## config.mk

```make
export PLATFORM = sky130hd
export DESIGN_NAME = bfs_adjacency_matrix_walk
export DESIGN_NICKNAME = d
export VERILOG_FILES = /design/src/sv/bfs_pkg.sv /design/src/sv/bfs_seq.sv /design/src/sv/bfs_adjacency_matrix_walk.sv
export SDC_FILE = /design/constraint.sdc
export NUM_CORES = 2
export LEC_CHECK = 0
export BUFFER_PORTS_ARGS = -buffer_cell sky130_fd_sc_hd__buf_2
export CAP_MARGIN = 10
export CORE_MARGIN = 5
export CORE_UTILIZATION = 48
export DETAILED_ROUTE_END_ITERATION = 12
export GPL_ROUTABILITY_DRIVEN = 0
export GPL_TIMING_DRIVEN = 0
export PLACE_DENSITY = 0.65
export SETUP_SLACK_MARGIN = 0.1
export SYNTH_ARGS = -nofsm -noshare
export SYNTH_HDL_FRONTEND = slang
export SYNTH_MEMORY_MAX_BITS = 65536
export SYNTH_SLANG_ARGS = --single-unit
```

## constraint.sdc

```tcl
create_clock -name clk -period 7.2 [get_ports clk]
set_clock_uncertainty 0.1 [all_clocks]
set_input_delay 1.08 -clock clk [delete_from_list [all_inputs] [get_ports clk]]
set_output_delay 1.08 -clock clk [all_outputs]
set_load 0.02 [all_outputs]
```

## src/sv/bfs_pkg.sv

```systemverilog
// shared constants, payload types and microcode types for the breadth-first walk
package bfs_pkg;

  localparam int MAX_NODES  = 64;
  localparam int IDX_W      = $clog2(MAX_NODES);
  localparam int CNT_W      = $clog2(MAX_NODES + 1);
  localparam int NODE_W     = 6;
  localparam int ROW_W      = 64;
  localparam int CFG_IDX_W  = 2;
  localparam int CFG_DATA_W = 7;
  localparam int STEP_W     = 3;

  localparam logic [CFG_IDX_W-1:0] CFG_NODE_COUNT = 2'd0;
  localparam logic [CFG_IDX_W-1:0] CFG_START_NODE = 2'd1;

  localparam logic CMD_LOAD = 1'b0;
  localparam logic CMD_RUN  = 1'b1;

  typedef struct packed {
    logic              cmd;
    logic [NODE_W-1:0] row_index;
    logic [ROW_W-1:0]  row_bits;
  } bfs_in_t;

  typedef struct packed {
    logic [NODE_W-1:0] node_index;
    logic              last_node;
  } bfs_out_t;

  typedef enum logic [2:0] {
    OP_IDLE,
    OP_SEED,
    OP_DEQ,
    OP_FETCH,
    OP_MASK,
    OP_SCAN,
    OP_EMIT,
    OP_NOP
  } bfs_op_t;

  typedef enum logic [2:0] {
    COND_NEVER,
    COND_ALWAYS,
    COND_NO_RUN,
    COND_START_BAD,
    COND_CAND_NZ,
    COND_QUEUE_EMPTY
  } bfs_cond_t;

  typedef logic [STEP_W-1:0] bfs_step_t;

  localparam bfs_step_t STEP_IDLE  = 3'd0;
  localparam bfs_step_t STEP_SEED  = 3'd1;
  localparam bfs_step_t STEP_DEQ   = 3'd2;
  localparam bfs_step_t STEP_FETCH = 3'd3;
  localparam bfs_step_t STEP_MASK  = 3'd4;
  localparam bfs_step_t STEP_SCAN  = 3'd5;
  localparam bfs_step_t STEP_EMIT  = 3'd6;
  localparam bfs_step_t STEP_LOOP  = 3'd7;

  typedef struct packed {
    bfs_op_t   op;
    bfs_cond_t cond;
    bfs_step_t target;
  } bfs_uword_t;

  typedef struct packed {
    logic no_run;
    logic start_bad;
    logic cand_nz;
    logic queue_empty;
  } bfs_flags_t;

endpackage

```

## src/sv/bfs_seq.sv

```systemverilog
// microcode sequencer: step counter, control store and conditional jumps
module bfs_seq import bfs_pkg::*; (
  input  logic       clk,
  input  logic       rst_n,
  input  bfs_flags_t flags,
  output bfs_op_t    op,
  output logic       busy
);

  bfs_step_t  pc_r;
  bfs_step_t  pc_nxt;
  bfs_uword_t uword;
  logic       take;

  always_comb begin
    case (pc_r)
      STEP_IDLE:  uword = '{OP_IDLE,  COND_NO_RUN,      STEP_IDLE};
      STEP_SEED:  uword = '{OP_SEED,  COND_START_BAD,   STEP_IDLE};
      STEP_DEQ:   uword = '{OP_DEQ,   COND_NEVER,       STEP_IDLE};
      STEP_FETCH: uword = '{OP_FETCH, COND_NEVER,       STEP_IDLE};
      STEP_MASK:  uword = '{OP_MASK,  COND_NEVER,       STEP_IDLE};
      STEP_SCAN:  uword = '{OP_SCAN,  COND_CAND_NZ,     STEP_SCAN};
      STEP_EMIT:  uword = '{OP_EMIT,  COND_QUEUE_EMPTY, STEP_IDLE};
      STEP_LOOP:  uword = '{OP_NOP,   COND_ALWAYS,      STEP_DEQ};
      default:    uword = '{OP_NOP,   COND_ALWAYS,      STEP_IDLE};
    endcase
  end

  always_comb begin
    case (uword.cond)
      COND_NEVER:       take = 1'b0;
      COND_ALWAYS:      take = 1'b1;
      COND_NO_RUN:      take = flags.no_run;
      COND_START_BAD:   take = flags.start_bad;
      COND_CAND_NZ:     take = flags.cand_nz;
      COND_QUEUE_EMPTY: take = flags.queue_empty;
      default:          take = 1'b1;
    endcase
    pc_nxt = take ? uword.target : pc_r + STEP_W'(1);
  end

  always_ff @(posedge clk) begin
    if (!rst_n) begin
      pc_r <= STEP_IDLE;
    end else begin
      pc_r <= pc_nxt;
    end
  end

  assign op   = uword.op;
  assign busy = (pc_r != STEP_IDLE);

endmodule

```

## src/sv/bfs_adjacency_matrix_walk.sv

```systemverilog
// top level of the breadth-first walk over adjacency-matrix rows
//
// command channel: a transaction is taken when start is high and busy is low.
// cmd = load writes row_bits into adjacency row row_index in that same cycle;
// busy stays low, so loads can follow back to back at one per cycle.
// cmd = run walks the graph breadth first from start_node over the first
// node_count nodes (0 read as 1) and raises busy until the walk is over.
// each visited node appears on out_item for one cycle with out_strobe high;
// last_node marks the final one. the receiver cannot stall: results must be
// taken in the cycle they appear.
// a run seeds, then per dequeued node dequeues, fetches, masks, repeats a scan
// step while new neighbors remain and emits, with a loop step between nodes.
// the microcode loop sets the rate, one queue read and one adjacency memory
// read per node. a run whose start node is not below node_count returns to
// idle from the seed step with no result. config writes (cfg_valid/cfg_ready,
// cfg_ready always high) must be made while busy is low; the block does not
// enforce this. reset clears control state and sets node_count to 64 and
// start_node to 0; adjacency rows must be loaded before use.
module bfs_adjacency_matrix_walk import bfs_pkg::*; (
  input  logic                  clk,
  input  logic                  rst_n,
  input  logic                  start,
  output logic                  busy,
  input  bfs_in_t               in_item,
  output logic                  out_strobe,
  output bfs_out_t              out_item,
  input  logic                  cfg_valid,
  output logic                  cfg_ready,
  input  logic [CFG_IDX_W-1:0]  cfg_index,
  input  logic [CFG_DATA_W-1:0] cfg_data
);

  logic [ROW_W-1:0]     adj_mem [MAX_NODES];
  logic [NODE_W-1:0]    q_mem   [MAX_NODES];

  logic [CNT_W-1:0]     node_count_r;
  logic [NODE_W-1:0]    start_node_r;
  logic [MAX_NODES-1:0] visited_r, visited_nxt;
  logic [CNT_W-1:0]     head_r, head_nxt;
  logic [CNT_W-1:0]     tail_r, tail_nxt;
  logic [ROW_W-1:0]     cand_r, cand_nxt;
  logic [NODE_W-1:0]    cur_r;
  logic [NODE_W-1:0]    q_rd_r;
  logic [ROW_W-1:0]     adj_rd_r;
  logic                 out_strobe_r, out_strobe_nxt;
  bfs_out_t             out_item_r, out_item_nxt;

  bfs_op_t              op;
  bfs_flags_t           flags;
  logic                 in_accept;
  logic [CNT_W-1:0]     eff_n;
  logic                 start_bad;
  logic                 cand_nz;
  logic [NODE_W-1:0]    low_idx;
  logic [ROW_W-1:0]     vis_wide;
  logic [ROW_W-1:0]     mask_v;
  logic                 q_we;
  logic [NODE_W-1:0]    q_wdata;

  bfs_seq u_seq (
    .clk   (clk),
    .rst_n (rst_n),
    .flags (flags),
    .op    (op),
    .busy  (busy)
  );

  assign in_accept = start && !busy;
  assign cfg_ready = 1'b1;

  always_comb begin
    if (node_count_r == '0) begin
      eff_n = CNT_W'(1);
    end else if (node_count_r > CNT_W'(MAX_NODES)) begin
      eff_n = CNT_W'(MAX_NODES);
    end else begin
      eff_n = node_count_r;
    end
  end

  assign start_bad = ({1'b0, start_node_r} >= (NODE_W + 1)'(eff_n));
  assign cand_nz   = (cand_r != '0);
  assign vis_wide  = ROW_W'(visited_r);

  assign flags.no_run      = !(in_accept && in_item.cmd == CMD_RUN);
  assign flags.start_bad   = start_bad;
  assign flags.cand_nz     = cand_nz;
  assign flags.queue_empty = (head_r == tail_r);

  // lowest pending neighbor
  always_comb begin
    low_idx = '0;
    for (int i = ROW_W - 1; i >= 0; i--) begin
      if (cand_r[i]) begin
        low_idx = NODE_W'(i);
      end
    end
  end

  // unvisited in-range neighbors, self-loop dropped
  always_comb begin
    for (int i = 0; i < ROW_W; i++) begin
      mask_v[i] = adj_rd_r[i] && (CNT_W'(i) < eff_n) && (NODE_W'(i) != cur_r) && !vis_wide[i];
    end
  end

  always_comb begin
    visited_nxt    = visited_r;
    head_nxt       = head_r;
    tail_nxt       = tail_r;
    cand_nxt       = cand_r;
    out_strobe_nxt = 1'b0;
    out_item_nxt   = out_item_r;
    q_we           = 1'b0;
    q_wdata        = low_idx;
    case (op)
      OP_IDLE: begin
        if (in_accept && in_item.cmd == CMD_RUN) begin
          visited_nxt = '0;
          head_nxt    = '0;
          tail_nxt    = '0;
        end
      end
      OP_SEED: begin
        if (!start_bad) begin
          visited_nxt[IDX_W'(start_node_r)] = 1'b1;
          tail_nxt = tail_r + CNT_W'(1);
          q_we     = 1'b1;
          q_wdata  = start_node_r;
        end
      end
      OP_DEQ: begin
        head_nxt = head_r + CNT_W'(1);
      end
      OP_MASK: begin
        cand_nxt = mask_v;
      end
      OP_SCAN: begin
        if (cand_nz) begin
          visited_nxt[IDX_W'(low_idx)] = 1'b1;
          tail_nxt = tail_r + CNT_W'(1);
          q_we     = 1'b1;
          cand_nxt = cand_r & (cand_r - ROW_W'(1));
        end
      end
      OP_EMIT: begin
        out_strobe_nxt          = 1'b1;
        out_item_nxt.node_index = cur_r;
        out_item_nxt.last_node  = (head_r == tail_r);
      end
      default: begin
      end
    endcase
  end

  always_ff @(posedge clk) begin
    if (in_accept && in_item.cmd == CMD_LOAD &&
        {1'b0, in_item.row_index} < (NODE_W + 1)'(MAX_NODES)) begin
      adj_mem[IDX_W'(in_item.row_index)] <= in_item.row_bits;
    end
    if (op == OP_FETCH) begin
      adj_rd_r <= adj_mem[IDX_W'(q_rd_r)];
    end
  end

  always_ff @(posedge clk) begin
    if (q_we) begin
      q_mem[tail_r[IDX_W-1:0]] <= q_wdata;
    end
    if (op == OP_DEQ) begin
      q_rd_r <= q_mem[head_r[IDX_W-1:0]];
    end
  end

  always_ff @(posedge clk) begin
    if (!rst_n) begin
      node_count_r <= CNT_W'(MAX_NODES);
      start_node_r <= '0;
      visited_r    <= '0;
      head_r       <= '0;
      tail_r       <= '0;
      out_strobe_r <= 1'b0;
    end else begin
      if (cfg_valid && cfg_ready) begin
        case (cfg_index)
          CFG_NODE_COUNT: node_count_r <= CNT_W'(cfg_data);
          CFG_START_NODE: start_node_r <= cfg_data[NODE_W-1:0];
          default: begin
          end
        endcase
      end
      visited_r    <= visited_nxt;
      head_r       <= head_nxt;
      tail_r       <= tail_nxt;
      out_strobe_r <= out_strobe_nxt;
    end
  end

  always_ff @(posedge clk) begin
    cand_r     <= cand_nxt;
    out_item_r <= out_item_nxt;
    if (op == OP_FETCH) begin
      cur_r <= q_rd_r;
    end
  end

  assign out_strobe = out_strobe_r;
  assign out_item   = out_item_r;

endmodule
```

==> results_tabular.tex <==
\begin{tabular}{lr}
\hline
Metric & Value \\
\hline
\multicolumn{2}{l}{\textbf{Timing}} \\
\quad Final TNS setup & 0 ps \\
\quad Fin. Hold Viols & 0 \\
\quad Worst hold slack after final layout & between 200 and 300 ps \\
\quad Relative slew margins & approximately 1.7\% \\
\quad Period utilization & 81.87\% \\
\quad Highest clock frequency the design can meet & 169.7 MHz \\
\quad Final min period & 5894 ps \\
\quad Final setup slack of the worst path & approximately 1300 ps \\
\quad Count of final setup violators & 0 \\
\quad RSZ-0062 raised after global routing & no \\
\quad Tightest Pin Transition & 1460 ps \\
\quad Final number of max-transition violations & 0 \\
\multicolumn{2}{l}{\textbf{Worst setup path}} \\
\quad Category of cells accounting for the largest share of critical-path delay & simple AND/OR/NAND/NOR gates \\
\quad Number of buffer and inverter instances along the worst setup path & 3 \\
\quad Register-to-register path setup slack & 1310 ps \\
\quad Endpoint of the most critical register-to-register path & q\_mem[26][3]\$\_DFFE\_PP\_ \\
\quad Startpoint of the most critical register-to-register path & node\_count\_r[2]\$\_SDFFE\_PN0P\_ \\
\quad CP Cell Sequence & or2\_2 > clkbuf\_1 > nor4\_1 > o21ai\_0 > inv\_1 > ha\_1 > nor2b\_1 > o21ai\_0 > a211oi\_2 > or2\_1 > clkbuf\_1 > nand2b\_1 > nor3\_1 \\
\quad Max incr delay on CP & about 890 ps \\
\quad Critical setup path kind & reg2reg \\
\quad Max FO, Critical Path & 10 \\
\quad Nature of the critical path startpoint & flop \\
\quad WP data required & 7710 ps \\
\quad Arr. time, crit path & approximately 6400 ps \\
\quad Kind of capture point of the worst setup path & flop \\
\quad CP max-delay cell & sky130\_fd\_sc\_hd\_\_nor3\_1 \\
\quad Length in cells of the worst reg-to-reg path & 13 \\
\multicolumn{2}{l}{\textbf{Logic synthesis}} \\
\quad Post-synth net total & between 7000 and 8000 \\
\quad Area share of the largest cell type after synthesis & between 70 and 80\% \\
\quad Most instantiated library cell after synthesis & sky130\_fd\_sc\_hd\_\_edfxtp\_1 \\
\quad Post-Syn Area & between 150000 and 200000 µm² \\
\quad Primary FF master, synth & sky130\_fd\_sc\_hd\_\_edfxtp\_1 \\
\quad Syn Inst Count & approximately 7800 \\
\quad Register bit count reported by yosys & 4730 \\
\quad Count of flip-flops with a built-in enable after synthesis & 4627 \\
\quad Syn avg cell area & 23.39 µm² \\
\quad Main area contributors after synthesis & sky130\_fd\_sc\_hd\_\_edfxtp\_1, sky130\_fd\_sc\_hd\_\_mux4\_2, sky130\_fd\_sc\_hd\_\_dfxtp\_1, sky130\_fd\_sc\_hd\_\_clkbuf\_1, sky130\_fd\_sc\_hd\_\_nor2\_1 \\
\quad Most area-hungry cell type in the Yosys netlist & sky130\_fd\_sc\_hd\_\_edfxtp\_1 \\
\quad Yosys warns & 0 \\
\quad Post-synth ARST share & 0\% \\
\quad Most common library cells after synthesis & sky130\_fd\_sc\_hd\_\_edfxtp\_1, sky130\_fd\_sc\_hd\_\_mux4\_2, sky130\_fd\_sc\_hd\_\_clkbuf\_1 \\
\quad Library cells used by synthesis & 74 \\
\quad Share of synthesized area occupied by flip-flops and latches & between 70\% and 80\% \\
\multicolumn{2}{l}{\textbf{Pwr}} \\
\quad Share of total power in combinational logic & 3.0\% \\
\quad Internal portion of total power & 0.04427 W \\
\quad Net switching fraction of the power & 20.46\% \\
\quad Total net switching power & 0.01139 W \\
\quad Clock network power share & 42.6\% \\
\quad Share of total power in sequential cells & 54.5\% \\
\quad VDD IR max & 0.2239 mV \\
\quad Standby leakage power & 63.71 nW \\
\quad P per Cell Area & 264.9 nW/µm² \\
\multicolumn{2}{l}{\textbf{Clock tree}} \\
\quad Number of buffers on the longest clock path & 4 \\
\quad TritonCTS clock tree & done \\
\quad Worst skew pair latency & $\sim$990 ps \\
\quad Number of sinks driven by the clock tree & 4730 \\
\quad CTS clock-pin slew for the worst setup and hold paths & around 60 ps \\
\quad Clock root cell & sky130\_fd\_sc\_hd\_\_clkbuf\_16 \\
\quad H-tree level count & 5 \\
\quad Hold-fix buffers at CTS & 0 \\
\quad Post-CTS repair timing setup buffer count & 0 \\
\quad Post-CTS resize count & 0 \\
\quad Num CTS Buffers & 463 \\
\multicolumn{2}{l}{\textbf{GRT}} \\
\quad First-pass GRT wire length & 695700 µm \\
\quad Global routing met2 resource utilization & between 30\% and 40\% \\
\quad Initial antenna violation count & 70 \\
\quad M3 GR Usage & 6.371\% \\
\quad Layer carrying the most global-route usage & met2 \\
\quad Number of global-route vias before repair & 90646 \\
\quad Maximum number of pins on one net before global-route repair & 65 \\
\quad Remaining global-route overflow & 0 \\
\quad Met1 usage & 34.89\% \\
\quad GR Util All Layers & between 20\% and 30\% \\
\multicolumn{2}{l}{\textbf{Drt}} \\
\quad Post-detailed-route wirelength per cell & roughly 35 µm \\
\quad Detailed-routing iteration count for the pre-antenna-repair pass & 12 \\
\quad Final Routed Wirelength & between 400000 and 500000 µm \\
\quad Post-detailed-route DRC marker count & 1 \\
\quad Via total after detailed routing & between 90000 and 100k \\
\quad Via-per-instance ratio & 6.481 \\
\quad Remaining antenna violation count & 0 \\
\quad Detailed Route Iter0 Violations & around 14000 \\
\multicolumn{2}{l}{\textbf{Floorplanning}} \\
\quad Die height & between 600 and 700 µm \\
\quad Area of the core & around 380000 µm² \\
\quad Starting density of the core & 48.16\% \\
\quad Number of top-level design ports & 94 \\
\quad Die boundary width & 626.6 µm \\
\quad Area of the die & between 300000 and 400000 µm² \\
\quad Core Rows & $\sim$230 \\
\multicolumn{2}{l}{\textbf{Run status}} \\
\quad Violated checks & design-rule violations, max-capacitance violations \\
\quad Outcome & finished, violations left \\
\multicolumn{2}{l}{\textbf{Worst hold path}} \\
\quad Type of the most critical hold path & in2reg \\
\quad Worst hold path startpoint & cfg\_data[0] \\
\quad Hold Path Cell Cnt & 3 \\
\quad Worst Hold Endpoint & start\_node\_r[0]\$\_SDFFE\_PN0P\_ \\
\multicolumn{2}{l}{\textbf{Placement}} \\
\quad IO buf count & 89 \\
\quad DPL Wire Length & roughly 340000 µm \\
\quad Worst setup timing slack at the placement stage & 1085 ps \\
\multicolumn{2}{l}{\textbf{Cells and area}} \\
\quad Area growth from synthesis to final layout & 15.12\% \\
\quad NumNets Final & approximately 8700 \\
\quad Core Util, Final & about 55\% \\
\quad Fraction of final layout cells with drive strength greater than 1 & just under 30\% \\
\multicolumn{2}{l}{\textbf{Job}} \\
\quad Number of max-capacitance violations reported & 1 \\
\hline
\end{tabular}
worst max path at each step:
| stage | startpoint | slack [ps] | depth (start not counted) | endpoint |
|---|---|---|---|---|
| 4_1_cts | node_count_r[2]$_SDFFE_PN0P_ | 1050 | 13 | q_mem[26][3]$_DFFE_PP_ |
| 5_1_grt | node_count_r[2]$_SDFFE_PN0P_ | 1070 | 13 | q_mem[26][3]$_DFFE_PP_ |
| 6_report | node_count_r[2]$_SDFFE_PN0P_ | 1310 | 13 | q_mem[26][3]$_DFFE_PP_ |
| 3_3_place_gp | start | -3570 | 5 | adj_mem[20][22]$_DFFE_PP_ |
| 3_5_place_dp | node_count_r[2]$_SDFFE_PN0P_ | 1090 | 13 | q_mem[26][3]$_DFFE_PP_ |
| 2_1_floorplan | cand_r[0]$_SDFFCE_PP0P_ | 1600 | 6 | q_mem[0][5]$_DFFE_PP_ |
registers in the layout (all words and copies together) (netlist names), 6 cells and up:
register,flops
adj_mem,4096
adj_rd_r,64
cand_r,64
cur_r,6
head_r,7
node_count_r,7
out_item,7
q_mem,384
q_rd_r,6
start_node_r,6
tail_r,7
u_seq.uword,8
vis_wide,64
tightest hold or removal path, stage by stage:
cell and delay (ps):
sky130_fd_sc_hd__buf_2 90, sky130_fd_sc_hd__mux2i_1 60, sky130_fd_sc_hd__nor2b_1 100
metrics by stage:
stage	area, µm²	total power (W)	std cells
after floorplan	182500	0.03163	7802
after global placement	189200	0.03242	12907
after detailed placement	195000	0.03253	13151
after CTS	209800	0.05589	14004
after global routing	210000	0.05720	14022
final	210100	0.05566	14050
cells in the final DEF, fill, tap and decap left out, drive strengths merged, types with 13 or more instances in the layout:
cell type  instances
a21oi             83
a22oi             25
a31o              13
a31oi             18
buf              450
bufinv            39
clkbuf           893
clkinv           214
clkinvlp          13
dfxtp            103
diode             31
edfxtp          4627
inv               59
mux2i             17
mux4            1470
nand2            120
nand2b            26
nand3             56
nand3b            16
nand4             23
nor2             234
nor2b             53
nor3              31
nor4              28
o2111ai           14
o211ai            28
o21ai             92
o221ai            18
o22ai             22
o31ai             14
or3               14
or4               23
metal layers:
| metal | vias to the layer above | routed length [µm] |
|---|---|---|
| li1 | 35388 | - |
| met1 | 48696 | 184300 |
| met2 | 5807 | 234200 |
| met3 | 1151 | 56650 |
| met4 | 22 | 20670 |
| met5 | - | 159 |
power by group through the flow:
stage	Clock (W)	Combinational, W	Sequential (W)
2_1_floorplan	0	0.000745	0.0309
3_3_place_gp	0	0.00152	0.0309
3_5_place_dp	0	0.00164	0.0309
4_1_cts	0.0239	0.00165	0.0303
5_1_grt	0.0252	0.00174	0.0303
6_report	0.0237	0.00166	0.0303
cell type report:
class	count	area, µm²
Fill cell	27573	168800
Tap cell	5016	6276
Clock buffer	576	12260
Antenna cell	31	77.57
Buffer	419	1642
Multi-Input combinational cell	2605	40290
Sequential cell	4730	141000
Clock inverter	277	2556
Inverter	48	180.2
Timing Repair Buffer	348	5791
kinds of logic (layout without fill, tap and decap cells):
group,count (synthesis),count (layout),synth area share [%]
muxes,1487,1487,18.24
other,1,32,0.002055
AOI/OAI and AO/OA,395,395,1.436
DFF,4730,4730,77.27
xor gates and xnor gates,14,14,0.06719
adders and majority gates,11,11,0.07542
and+or+nand+nor,697,697,1.936
buffers and inverters,467,1668,0.9777
No activity file was read; power rests on OpenSTA's default activity.
